===== src/rtl/swpi_pkg.sv =====
// swpi_pkg: shared types and codes for the stack with positional insert.
// Item structs, request/status codes and the back-end state encoding.
// No dependencies.
package swpi_pkg;

    localparam int WORD_W  = 32;
    localparam int COUNT_W = 7;

    // request kinds, as carried in the mode field
    typedef enum logic [1:0] {
        MODE_PUSH   = 2'd0,
        MODE_POP    = 2'd1,
        MODE_CLEAR  = 2'd2,
        MODE_REDUCE = 2'd3
    } mode_t;

    // insert positions; the unused code maps to top
    typedef enum logic [1:0] {
        PL_TOP = 2'd0,
        PL_MID = 2'd1,
        PL_BOT = 2'd2
    } place_t;

    typedef enum logic [1:0] {
        ST_OK    = 2'd0,
        ST_EMPTY = 2'd1,
        ST_FULL  = 2'd2
    } status_t;

    typedef struct packed {
        logic [1:0]               mode;
        logic signed [WORD_W-1:0] value;
        logic [1:0]               place;
        logic                     use_product;
        logic                     insert_result;
    } req_t;

    typedef struct packed {
        logic signed [WORD_W-1:0] data;
        logic [COUNT_W-1:0]       count;
        logic [1:0]               status;
    } rsp_t;

    // classified request, front to back
    typedef struct packed {
        mode_t             op;
        logic [WORD_W-1:0] value;
        place_t            place;
        logic              use_product;
        logic              insert_result;
    } cmd_t;

    typedef enum logic [3:0] {
        S_IDLE,
        S_INS,
        S_SHIFT_RD,
        S_SHIFT_WR,
        S_PLACE,
        S_POP_RD,
        S_POP_DONE,
        S_RED_RD,
        S_RED_ACC,
        S_RED_END,
        S_EMIT
    } state_t;

endpackage


===== src/rtl/swpi_front.sv =====
// swpi_front: accepts request items, classifies them into commands and
// holds them in a two-entry queue for the back end. Uses swpi_pkg.
module swpi_front
(
    input  logic              clk,
    input  logic              rst_n,
    input  logic              push,
    input  swpi_pkg::req_t    req,
    output logic              full,
    output logic              cmd_valid,
    output swpi_pkg::cmd_t    cmd,
    input  logic              cmd_pop
);

    swpi_pkg::cmd_t q_reg [2];
    logic [1:0]     fill_reg, fill_next;
    logic           wr_ptr_reg, wr_ptr_next;
    logic           rd_ptr_reg, rd_ptr_next;
    logic           wr_en, rd_en;
    swpi_pkg::cmd_t cls;

    // classify: decode mode, fold the unused place code onto top
    always_comb
    begin
        cls.value         = req.value;
        cls.use_product   = req.use_product;
        cls.insert_result = req.insert_result;
        case (req.mode)
            swpi_pkg::MODE_PUSH:  cls.op = swpi_pkg::MODE_PUSH;
            swpi_pkg::MODE_POP:   cls.op = swpi_pkg::MODE_POP;
            swpi_pkg::MODE_CLEAR: cls.op = swpi_pkg::MODE_CLEAR;
            default:              cls.op = swpi_pkg::MODE_REDUCE;
        endcase
        case (req.place)
            swpi_pkg::PL_MID: cls.place = swpi_pkg::PL_MID;
            swpi_pkg::PL_BOT: cls.place = swpi_pkg::PL_BOT;
            default:          cls.place = swpi_pkg::PL_TOP;
        endcase
    end

    assign full      = (fill_reg == 2'd2);
    assign cmd_valid = (fill_reg != 2'd0);
    assign cmd       = q_reg[rd_ptr_reg];
    assign wr_en     = push && !full;
    assign rd_en     = cmd_pop && cmd_valid;

    always_comb
    begin
        wr_ptr_next = wr_en ? !wr_ptr_reg : wr_ptr_reg;
        rd_ptr_next = rd_en ? !rd_ptr_reg : rd_ptr_reg;
        fill_next   = fill_reg;
        if (wr_en && !rd_en)
        begin
            fill_next = fill_reg + 2'd1;
        end
        else if (rd_en && !wr_en)
        begin
            fill_next = fill_reg - 2'd1;
        end
    end

    always_ff @(posedge clk or negedge rst_n)
    begin
        if (!rst_n)
        begin
            fill_reg   <= 2'd0;
            wr_ptr_reg <= 1'b0;
            rd_ptr_reg <= 1'b0;
        end
        else
        begin
            fill_reg   <= fill_next;
            wr_ptr_reg <= wr_ptr_next;
            rd_ptr_reg <= rd_ptr_next;
        end
    end

    always_ff @(posedge clk)
    begin
        if (wr_en)
        begin
            q_reg[wr_ptr_reg] <= cls;
        end
    end

endmodule


===== src/rtl/swpi_out_queue.sv =====
// swpi_out_queue: two-entry result queue between the back end and the
// result ports. Uses swpi_pkg.
module swpi_out_queue
(
    input  logic           clk,
    input  logic           rst_n,
    input  logic           res_push,
    input  swpi_pkg::rsp_t res,
    output logic           res_full,
    output logic           empty,
    output swpi_pkg::rsp_t rsp,
    input  logic           pop
);

    swpi_pkg::rsp_t q_reg [2];
    logic [1:0]     fill_reg, fill_next;
    logic           wr_ptr_reg, wr_ptr_next;
    logic           rd_ptr_reg, rd_ptr_next;
    logic           wr_en, rd_en;

    assign res_full = (fill_reg == 2'd2);
    assign empty    = (fill_reg == 2'd0);
    assign rsp      = q_reg[rd_ptr_reg];
    assign wr_en    = res_push && !res_full;
    assign rd_en    = pop && !empty;

    always_comb
    begin
        wr_ptr_next = wr_en ? !wr_ptr_reg : wr_ptr_reg;
        rd_ptr_next = rd_en ? !rd_ptr_reg : rd_ptr_reg;
        fill_next   = fill_reg;
        if (wr_en && !rd_en)
        begin
            fill_next = fill_reg + 2'd1;
        end
        else if (rd_en && !wr_en)
        begin
            fill_next = fill_reg - 2'd1;
        end
    end

    always_ff @(posedge clk or negedge rst_n)
    begin
        if (!rst_n)
        begin
            fill_reg   <= 2'd0;
            wr_ptr_reg <= 1'b0;
            rd_ptr_reg <= 1'b0;
        end
        else
        begin
            fill_reg   <= fill_next;
            wr_ptr_reg <= wr_ptr_next;
            rd_ptr_reg <= rd_ptr_next;
        end
    end

    always_ff @(posedge clk)
    begin
        if (wr_en)
        begin
            q_reg[wr_ptr_reg] <= res;
        end
    end

endmodule


===== src/rtl/swpi_back.sv =====
// swpi_back: executes commands on the stack memory (one write port, one
// registered read port) and forms one result per command. Uses swpi_pkg.
module swpi_back
#(
    parameter int DEPTH = 64
)
(
    input  logic           clk,
    input  logic           rst_n,
    input  logic           cmd_valid,
    input  swpi_pkg::cmd_t cmd,
    output logic           cmd_pop,
    output logic           res_push,
    output swpi_pkg::rsp_t res,
    input  logic           res_full
);

    localparam int CW       = $clog2(DEPTH + 1);
    localparam int AW       = $clog2(DEPTH);
    localparam int OUT_CW   = swpi_pkg::COUNT_W;
    localparam int WW       = swpi_pkg::WORD_W;

    logic [WW-1:0] mem [DEPTH];
    logic [WW-1:0] rd_data_reg;

    swpi_pkg::state_t  state_reg, state_next;
    logic [CW-1:0]     cnt_reg, cnt_next;
    logic [CW-1:0]     ptr_reg, ptr_next;
    logic [CW-1:0]     pos_reg, pos_next;
    logic [WW-1:0]     word_reg, word_next;
    logic [WW-1:0]     acc_reg, acc_next;
    logic [WW-1:0]     data_reg, data_next;
    swpi_pkg::status_t status_reg, status_next;
    swpi_pkg::place_t  place_reg, place_next;
    logic              use_product_reg, use_product_next;
    logic              insert_reg, insert_next;

    logic              mem_we;
    logic [AW-1:0]     mem_waddr, mem_raddr;
    logic [WW-1:0]     mem_wdata;

    logic [CW-1:0]     ptr_m1, ptr_p1, cnt_m1, ins_pos;
    logic              stack_full;
    logic [WW-1:0]     prod_lo, sum_lo;

    assign ptr_m1     = CW'(ptr_reg - 1'b1);
    assign ptr_p1     = CW'(ptr_reg + 1'b1);
    assign cnt_m1     = CW'(cnt_reg - 1'b1);
    assign stack_full = (cnt_reg == CW'(DEPTH));
    assign prod_lo    = WW'(acc_reg * rd_data_reg);
    assign sum_lo     = WW'(acc_reg + rd_data_reg);

    // middle insert lands floor(n/2) below the top
    always_comb
    begin
        case (place_reg)
            swpi_pkg::PL_MID: ins_pos = CW'(cnt_reg - (cnt_reg >> 1));
            swpi_pkg::PL_BOT: ins_pos = '0;
            default:          ins_pos = cnt_reg;
        endcase
    end

    // next state
    always_comb
    begin
        state_next = state_reg;
        case (state_reg)
            swpi_pkg::S_IDLE:
            begin
                if (cmd_valid)
                begin
                    case (cmd.op)
                        swpi_pkg::MODE_PUSH:  state_next = swpi_pkg::S_INS;
                        swpi_pkg::MODE_POP:
                            state_next = (cnt_reg == '0) ? swpi_pkg::S_EMIT
                                                         : swpi_pkg::S_POP_RD;
                        swpi_pkg::MODE_CLEAR: state_next = swpi_pkg::S_EMIT;
                        default:
                            state_next = (cnt_reg == '0) ? swpi_pkg::S_RED_END
                                                         : swpi_pkg::S_RED_RD;
                    endcase
                end
            end
            swpi_pkg::S_INS:
            begin
                if (stack_full)
                begin
                    state_next = swpi_pkg::S_EMIT;
                end
                else if (ins_pos == cnt_reg)
                begin
                    state_next = swpi_pkg::S_PLACE;
                end
                else
                begin
                    state_next = swpi_pkg::S_SHIFT_RD;
                end
            end
            swpi_pkg::S_SHIFT_RD: state_next = swpi_pkg::S_SHIFT_WR;
            swpi_pkg::S_SHIFT_WR:
                state_next = (ptr_m1 == pos_reg) ? swpi_pkg::S_PLACE
                                                 : swpi_pkg::S_SHIFT_RD;
            swpi_pkg::S_PLACE:    state_next = swpi_pkg::S_EMIT;
            swpi_pkg::S_POP_RD:   state_next = swpi_pkg::S_POP_DONE;
            swpi_pkg::S_POP_DONE: state_next = swpi_pkg::S_EMIT;
            swpi_pkg::S_RED_RD:   state_next = swpi_pkg::S_RED_ACC;
            swpi_pkg::S_RED_ACC:
                state_next = (ptr_p1 == cnt_reg) ? swpi_pkg::S_RED_END
                                                 : swpi_pkg::S_RED_RD;
            swpi_pkg::S_RED_END:
                state_next = insert_reg ? swpi_pkg::S_INS : swpi_pkg::S_EMIT;
            swpi_pkg::S_EMIT:
                state_next = res_full ? swpi_pkg::S_EMIT : swpi_pkg::S_IDLE;
            default:              state_next = swpi_pkg::S_IDLE;
        endcase
    end

    // outputs and datapath
    always_comb
    begin
        cmd_pop          = 1'b0;
        res_push         = 1'b0;
        mem_we           = 1'b0;
        mem_waddr        = ptr_reg[AW-1:0];
        mem_wdata        = rd_data_reg;
        mem_raddr        = ptr_m1[AW-1:0];
        cnt_next         = cnt_reg;
        ptr_next         = ptr_reg;
        pos_next         = pos_reg;
        word_next        = word_reg;
        acc_next         = acc_reg;
        data_next        = data_reg;
        status_next      = status_reg;
        place_next       = place_reg;
        use_product_next = use_product_reg;
        insert_next      = insert_reg;
        case (state_reg)
            swpi_pkg::S_IDLE:
            begin
                if (cmd_valid)
                begin
                    cmd_pop          = 1'b1;
                    word_next        = cmd.value;
                    place_next       = cmd.place;
                    use_product_next = cmd.use_product;
                    insert_next      = cmd.insert_result;
                    data_next        = '0;
                    status_next      = swpi_pkg::ST_OK;
                    ptr_next         = '0;
                    acc_next         = cmd.use_product ? WW'(1) : '0;
                    case (cmd.op)
                        swpi_pkg::MODE_POP:
                        begin
                            if (cnt_reg == '0)
                            begin
                                status_next = swpi_pkg::ST_EMPTY;
                            end
                        end
                        swpi_pkg::MODE_CLEAR: cnt_next = '0;
                        default:              cnt_next = cnt_reg;
                    endcase
                end
            end
            swpi_pkg::S_INS:
            begin
                if (stack_full)
                begin
                    status_next = swpi_pkg::ST_FULL;
                end
                else
                begin
                    pos_next = ins_pos;
                    ptr_next = cnt_reg;
                end
            end
            swpi_pkg::S_SHIFT_RD:
            begin
                mem_raddr = ptr_m1[AW-1:0];
            end
            swpi_pkg::S_SHIFT_WR:
            begin
                mem_we    = 1'b1;
                mem_waddr = ptr_reg[AW-1:0];
                mem_wdata = rd_data_reg;
                ptr_next  = ptr_m1;
            end
            swpi_pkg::S_PLACE:
            begin
                mem_we    = 1'b1;
                mem_waddr = pos_reg[AW-1:0];
                mem_wdata = word_reg;
                cnt_next  = CW'(cnt_reg + 1'b1);
            end
            swpi_pkg::S_POP_RD:
            begin
                mem_raddr = cnt_m1[AW-1:0];
            end
            swpi_pkg::S_POP_DONE:
            begin
                data_next = rd_data_reg;
                cnt_next  = cnt_m1;
            end
            swpi_pkg::S_RED_RD:
            begin
                mem_raddr = ptr_reg[AW-1:0];
            end
            swpi_pkg::S_RED_ACC:
            begin
                acc_next = use_product_reg ? prod_lo : sum_lo;
                ptr_next = ptr_p1;
            end
            swpi_pkg::S_RED_END:
            begin
                data_next = acc_reg;
                word_next = acc_reg;
            end
            swpi_pkg::S_EMIT:
            begin
                res_push = !res_full;
            end
            default:
            begin
                cmd_pop = 1'b0;
            end
        endcase
    end

    // count field is the low bits of the entry count
    always_comb
    begin
        res.data   = data_reg;
        res.count  = OUT_CW'(cnt_reg);
        res.status = status_reg;
    end

    always_ff @(posedge clk or negedge rst_n)
    begin
        if (!rst_n)
        begin
            state_reg <= swpi_pkg::S_IDLE;
            cnt_reg   <= '0;
        end
        else
        begin
            state_reg <= state_next;
            cnt_reg   <= cnt_next;
        end
    end

    always_ff @(posedge clk)
    begin
        ptr_reg         <= ptr_next;
        pos_reg         <= pos_next;
        word_reg        <= word_next;
        acc_reg         <= acc_next;
        data_reg        <= data_next;
        status_reg      <= status_next;
        place_reg       <= place_next;
        use_product_reg <= use_product_next;
        insert_reg      <= insert_next;
    end

    always_ff @(posedge clk)
    begin
        if (mem_we)
        begin
            mem[mem_waddr] <= mem_wdata;
        end
        rd_data_reg <= mem[mem_raddr];
    end

endmodule


===== src/rtl/stack_with_positional_insert.sv =====
// stack_with_positional_insert: top level of the bounded LIFO stack with
// positional insert and sum/product reduce. Uses swpi_pkg, swpi_front,
// swpi_back and swpi_out_queue.
//
//   channel   direction  handshake               payload
//   request   in         push / full             req (swpi_pkg::req_t)
//   result    out        empty / pop             rsp (swpi_pkg::rsp_t)
//
// Each item is a walk by the back end over the stack memory, one read
// or one write per cycle:
//   clear, pop on empty: straight to the result; pop: read the top, then
//   drop the count; push on a full stack: status full; push: a read and a
//   write per entry moved down (none for a top push), then the item write;
//   reduce: a read and an accumulate per entry, then an insert as a push.
//   The result state repeats while the result queue is full.
// Reset (rst_n low, async) empties the stack and both queues; stack words
// hold no reset value and only entries below the count are ever read.
// Two request items queue ahead of the back end and two results queue
// behind it, so either side may stall without holding up the other.
module stack_with_positional_insert
#(
    parameter int DEPTH = 64
)
(
    input  logic           clk,
    input  logic           rst_n,
    input  logic           push,
    output logic           full,
    input  swpi_pkg::req_t req,
    output logic           empty,
    input  logic           pop,
    output swpi_pkg::rsp_t rsp
);

    // front to back: classified command
    logic           cmd_valid;
    logic           cmd_pop;
    swpi_pkg::cmd_t cmd;

    // back to result queue
    logic           res_push;
    logic           res_full;
    swpi_pkg::rsp_t res;

    // front: classify requests, two-deep command queue
    swpi_front u_front
    (
        .clk       (clk),
        .rst_n     (rst_n),
        .push      (push),
        .req       (req),
        .full      (full),
        .cmd_valid (cmd_valid),
        .cmd       (cmd),
        .cmd_pop   (cmd_pop)
    );

    // back: sequencer over the stack memory, one command at a time
    swpi_back
    #(
        .DEPTH (DEPTH)
    )
    u_back
    (
        .clk       (clk),
        .rst_n     (rst_n),
        .cmd_valid (cmd_valid),
        .cmd       (cmd),
        .cmd_pop   (cmd_pop),
        .res_push  (res_push),
        .res       (res),
        .res_full  (res_full)
    );

    // results wait here until popped
    swpi_out_queue u_out_queue
    (
        .clk      (clk),
        .rst_n    (rst_n),
        .res_push (res_push),
        .res      (res),
        .res_full (res_full),
        .empty    (empty),
        .rsp      (rsp),
        .pop      (pop)
    );

endmodule


===== config.mk =====
export PLATFORM = sky130hd
export DESIGN_NAME = stack_with_positional_insert
export DESIGN_NICKNAME = d
export VERILOG_FILES = /design/src/rtl/swpi_pkg.sv /design/src/rtl/swpi_front.sv /design/src/rtl/swpi_out_queue.sv /design/src/rtl/swpi_back.sv /design/src/rtl/stack_with_positional_insert.sv
export SDC_FILE = /design/constraint.sdc
export NUM_CORES = 2
export LEC_CHECK = 0
export CAP_MARGIN = 20
export CORE_MARGIN = 2
export CORE_UTILIZATION = 30
export CTS_CLUSTER_DIAMETER = 50
export DETAILED_ROUTE_END_ITERATION = 16
export DONT_BUFFER_PORTS = 1
export GPL_TIMING_DRIVEN = 1
export HOLD_SLACK_MARGIN = 0.06
export PLACE_DENSITY = 0.5
export SETUP_SLACK_MARGIN = 0.2
export SYNTH_ARGS = -nofsm -noshare
export SYNTH_HDL_FRONTEND = slang
export SYNTH_SLANG_ARGS = --single-unit

===== constraint.sdc =====
create_clock -name clk -period 16.85 [get_ports clk]
set_input_delay 0.8425 -clock clk [delete_from_list [all_inputs] [get_ports clk]]
set_output_delay 0.8425 -clock clk [all_outputs]
set_load 0.05 [all_outputs]

Yosys cells after proc, flatten, opt, wreduce, memory -nomap -nowiden. Memories as Yosys holds them, arrays and structs flattened. A register that Yosys moved wholly into a read port is not among the register bits. Index checks and enable logic that the tools add are counted.

Register bits after elaboration: 135. RAM bits: 2206. Output and inout bits: 43. Logic and storage cells: 153. Memories: 3.

Bitwise gates (word level): 1. Add/subtract/negate cells: 10. Multipliers: 1. Reduce and logical (&&, ||, !) cells: 43. Eq/ne operators: 28. Mux-type cells: 50.

Memory list: u_back.mem (words 64, width 32, read ports 1, clocked after memory_dff 1, wr ports 1, RTL line swpi_back.sv:23) `logic [WW-1:0] mem [DEPTH];`; u_out_queue.q_reg (words 2, width 41, read ports 1, clocked after memory_dff 0, wr ports 1, RTL line swpi_out_queue.sv:15) `swpi_pkg::rsp_t q_reg [2];`; u_front.q_reg (words 2, width 38, read ports 1, clocked after memory_dff 0, wr ports 1, RTL line swpi_front.sv:15) `swpi_pkg::cmd_t q_reg [2];`.

Operators with widths (number): $mux 32 (5); $pmux 32 s2 (2); $pmux 32 s3 (1); $pmux 4 s10 (1); $add 32x32->32 (1); $mul 32x32->32 (1); $mux 4 (7); $mux 7 (4); $pmux 7 s4 (1); $eq 7x7->1 (3); $pmux 7 s3 (1); $eq 4x3->1 const B (4); $add 7x1->7 const B (2); $mux 2 (7); $pmux 7 s2 (1); $sub 7x1->7 const B (2); $eq 2x2->1 const B (6); $eq 4x4->1 const B (3); $mux 1 (12); $pmux 4 s3 (1); $pmux 6 s2 (1); $reduce_bool 2->1 (6); $logic_not 1->1 (11); $reduce_and 2->1 (5); 22 further kinds (45).

Logic depth before layout (Yosys ltp).
Depth after elaboration: 8. Depth in mapped cells: 28.

Cells and area by module. A second synthesis with hierarchy kept.

Cells, all modules: 8605. Area total of the unflattened synthesis: 112908.3 um2.

Modules (own cells, without submodules): swpi_back (sequential area each 65898.2 um2, cells an instance 8317, instances 1, area each 106540.9 um2); swpi_out_queue (sequential area each 2562.5 um2, cells an instance 147, instances 1, area each 3358.2 um2); swpi_front (sequential area each 2382.3 um2, cells an instance 141, instances 1, area each 3009.1 um2).

Least setup slack after synthesis. OpenSTA, ideal clock, no wires.

Path type: register to register. Start point: register u_back.rd_data_reg[4], read port of u_back.mem. End point: register u_back.acc_reg[31], data pin. Data arrival time: 6.907 ns. Cell stages (with the launch flop): 27. Slack: 9.678 ns. Buffers on the path: 2. Setup time: 0.265 ns. Clock period less this slack: 7.172 ns. Path through: dfxtp_1 clkbuf_1 clkbuf_1 and2_1 fa_1 inv_1 fa_1 fa_1 fa_1 inv_1 fa_1 inv_1 fa_1 inv_1 fa_1 fa_1 ha_1 and3_1 o21a_1 a311oi_1 nor3b_1 a31oi_1 a31o_2 a21oi_1 a21oi_1 xnor2_1 o22ai_1.

Word-level cells in the longest chain between the ends: 3. Elaborated cells on any way between the ends: 4.

Ends and longest elaborated chain: from (decl) (RTL line swpi_back.sv:24) `logic [WW-1:0] rd_data_reg;`; $mul 32x32->32 / $add 32x32->32 (equally long branches) (RTL line swpi_back.sv:50, swpi_back.sv:51); $mux 32 * (RTL line swpi_back.sv:209) `acc_next = use_product_reg ? prod_lo : sum_lo;`; $pmux 32 s2 * (RTL line swpi_back.sv:137) `case (state_reg)`; to (signal assigned) (RTL line swpi_back.sv:255) `acc_reg <= acc_next;`; to (decl) (RTL line swpi_back.sv:31) `logic [WW-1:0] acc_reg, acc_next;`.

Every way passes the cells marked *; elsewhere a longest branch is shown, timed or not. A chain may end at the register's enable or synchronous reset.

Final worst setup path.
Start point: register u_back.acc_reg[6]. End point: register u_back.acc_reg[30], data pin.

Word-level cells in the longest chain between the ends: 3. Elaborated cells on any way between the ends: 4.

Ends and longest elaborated chain (RTL line): $mul 32x32->32 / $add 32x32->32 (equally long branches) (swpi_back.sv:50, swpi_back.sv:51); $mux 32 * (swpi_back.sv:209); $pmux 32 s2 * (swpi_back.sv:137).

Marks and branches as above.

==> results.sh <==
export IMPL_outcome="finished, final reports clean"
export IMPL_fin_util_pct=34.8
export IMPL_setup_violations=0
export IMPL_final_common_cell="edfxtp_1"
export IMPL_arrival_ps=8870
export IMPL_wl_met1_um=148000
export IMPL_syn_num_nets=7339
export IMPL_clk_pin_slew_worst_paths_ps=60
export IMPL_final_max_slew_viol_count=0
export IMPL_grt_pass1_wl_um=471000
export IMPL_max_slew_margin_pct=22.2
export IMPL_area_growth_pct=15.2
export IMPL_place_hpwl_um=198000
export IMPL_endpoint_kind="register"
export IMPL_rows=221
export IMPL_ys_seq_area_share_pct=64.7
export IMPL_core_area_sq_um=363000
export IMPL_ys_warn_count=0
export IMPL_largest_reg_flops=2048
export IMPL_whs_path_depth=1
export IMPL_start_util_pct=30.2
export IMPL_grt_max_degree=116
export IMPL_routedWlPerCell_um=28.0
export IMPL_cp_required_ps=17480
export IMPL_cts_made_buffers=282
export IMPL_wl_met2_um=153000
export IMPL_die_h_um=608
export IMPL_synth_top_flop_cell="edfxtp_1"
export IMPL_first_iter_violations=6543
export IMPL_fin_tns_setup_ps=0
export IMPL_hold_class="in -> reg"
export IMPL_clock_sinks=2373
export IMPL_highest_layer="met4"
export IMPL_viasPerCell=5.12
export IMPL_dieArea_sq_um=370000
export IMPL_cap_violations=0
export IMPL_start_kind="register"
export IMPL_firstDrtPassIters=5
export IMPL_fillers=34400
export IMPL_final_cell_mix="edfxtp_1 (2322), nand2_1 (870), mux4_2 (512)"
export IMPL_grt_pass1_vias=61700
export IMPL_period_needed_ps=8240
export IMPL_antenna_found_initial=14
export IMPL_ios=85
export IMPL_synth_avg_cell_area_sq_um=16.3
export IMPL_clock_path_buffers=4
export IMPL_worst_pin_slew_ps=1170
export IMPL_r2r_end="u_back.acc_reg[30]"
export IMPL_die_width_um=608
export IMPL_htree_num_levels=5
export IMPL_port_buffers=0
export IMPL_drc=0
export IMPL_ys_types=70
export IMPL_dr_wl_met3_um=23000
export IMPL_grt_usage_pct=17.6
export IMPL_synthArstFlopShare_pct=0.801
export IMPL_skew_ps=83.4
export IMPL_gp_congestion=0.850
export IMPL_wirelength_um=332000
export IMPL_reg2regPathDepth=25
export IMPL_cts_tree="yes"
export IMPL_synth_edf_count=2322
export IMPL_r2r_slack_ps=8610
export IMPL_timing_final_crit_share_pct=48.9
export IMPL_critPathKind="reg -> reg"
export IMPL_clock_root_buffer="clkbuf_16"
export IMPL_rsz0062_at_grt="false"
export IMPL_fmax_mhz=121
export IMPL_ys_seq_elements=2373
export IMPL_hp_start="req[2]"
export IMPL_syn_inst=6710
export IMPL_crit_reg2reg_launch="u_back.acc_reg[6]"
export IMPL_clock_latency_ps=890
export IMPL_layout_nets=7510
export IMPL_hold_violations=0
export IMPL_overflow=0
export IMPL_drive_above_1_share_pct=18.6
export IMPL_antenna_left=0
export IMPL_dr_total_vias=60800
export IMPL_crit_path_max_fanout=18
export IMPL_syn_cell_area_sq_um=109000
export IMPL_hold_path_end="u_front.q_reg[1][3]"
[synthesized netlist by cell type (all sizes together), types with 20 or more instances]
| cell | number | area, sq um |
|---|---|---|
| clkbuf | 245 | 920 |
| ha | 177 | 2210 |
| nor2 | 172 | 646 |
| buf | 116 | 802 |
| inv | 445 | 1670 |
| nand2b | 20 | 125 |
| a311oi | 79 | 692 |
| and2 | 284 | 1780 |
| o21ai | 156 | 781 |
| dfxtp | 32 | 641 |
| edfxtp | 2322 | 69700 |
| and3 | 70 | 438 |
| fa | 410 | 8210 |
| nand2 | 870 | 3270 |
| xnor2 | 115 | 1010 |
| nor3 | 30 | 150 |
| mux2 | 48 | 541 |
| mux4 | 512 | 11500 |
| a21o | 23 | 173 |
| a21oi | 81 | 417 |
| mux2i | 43 | 430 |
| xor2 | 38 | 333 |
| a31oi | 42 | 263 |
| nand3 | 204 | 1020 |
[layer usage]
layer / track usage (%) / up-vias
li1: - / 25300
met1: 25.7 / 32900
met2: 27.5 / 2164
met3: 2.90 / 391
met4: 4.09 / 0
met5: 0 / -
[repair_timing]
item	CTS	global route
hold buffers	37	0
resized for setup	0	0
hold endpoints to repair	91	0
setup buffers	0	0
[per-stage QoR]
stage | cells | hold slack [ps] | instance area, sq um | worst slack [ps]
6_report | 11900 | 186 | 126000 | 8610
4_1_cts | 11900 | 117 | 126000 | 8730
5_1_grt | 11900 | 131 | 126000 | 8360
3_3_place_gp | 11300 | 425 | 116000 | 8810
3_5_place_dp | 11300 | 434 | 116000 | 8780
2_1_floorplan | 6710 | 421 | 109000 | 9680
[worst max-delay path by stage]
| stage | start | endpoint | slack (ps) | cells after the start |
|---|---|---|---|---|
| 3_5_place_dp | u_back.acc_reg[17] | u_back.acc_reg[31] | 8780 | 22 |
| 2_1_floorplan | u_back.rd_data_reg[4] | u_back.acc_reg[31] | 9680 | 26 |
| 5_1_grt | u_back.acc_reg[6] | u_back.acc_reg[30] | 8360 | 25 |
| 6_report | u_back.acc_reg[6] | u_back.acc_reg[30] | 8610 | 25 |
| 3_3_place_gp | u_back.acc_reg[15] | u_back.acc_reg[30] | 8810 | 23 |
| 4_1_cts | u_back.acc_reg[17] | u_back.acc_reg[31] | 8730 | 22 |
[cell type report]
class                           count  area [sq um]  share of cell area, %
Tap cell                         4794          6000                   4.76
Multi-Input combinational cell   3531         36200                   28.7
Timing Repair Buffer              248          2190                   1.74
Sequential cell                  2373         70800                   56.2
Antenna cell                        7          17.5                 0.0139
Inverter                          445          1670                   1.32
Clock inverter                    147          1600                   1.27
Clock buffer                      339          7510                   5.96
[worst max-delay path: stages, from the launching register on]
cell,delay (ps)
edfxtp_1,890
buf_4,360
ha_1,290
inv_1,120
fa_1,500
inv_1,50
fa_1,490
inv_1,50
fa_1,460
fa_1,490
inv_1,40
ha_1,260
ha_1,290
fa_1,500
fa_1,410
ha_1,340
a21o_1,190
a21oi_1,200
o211ai_1,140
nand3_1,150
a31oi_1,130
o21ai_0,540
o21ai_0,340
o31ai_1,390
mux2i_1,230
o211ai_1,100
[kinds of logic (layout without fill, tap and decap cells)]
group	count (synthesis)	after routing	share of synthesized area, %
other cells	0	7	0
buf+inv	806	1179	3.10
xor+xnor	153	153	1.22
simple gates	1699	1699	7.09
mux	603	603	11.4
compound gates	489	489	2.90
flops	2373	2373	64.7
fa+ha+maj	587	587	9.52
Power is not shown: default switching activity piles up to over one toggle a cycle in this logic, so the estimate is an artifact.
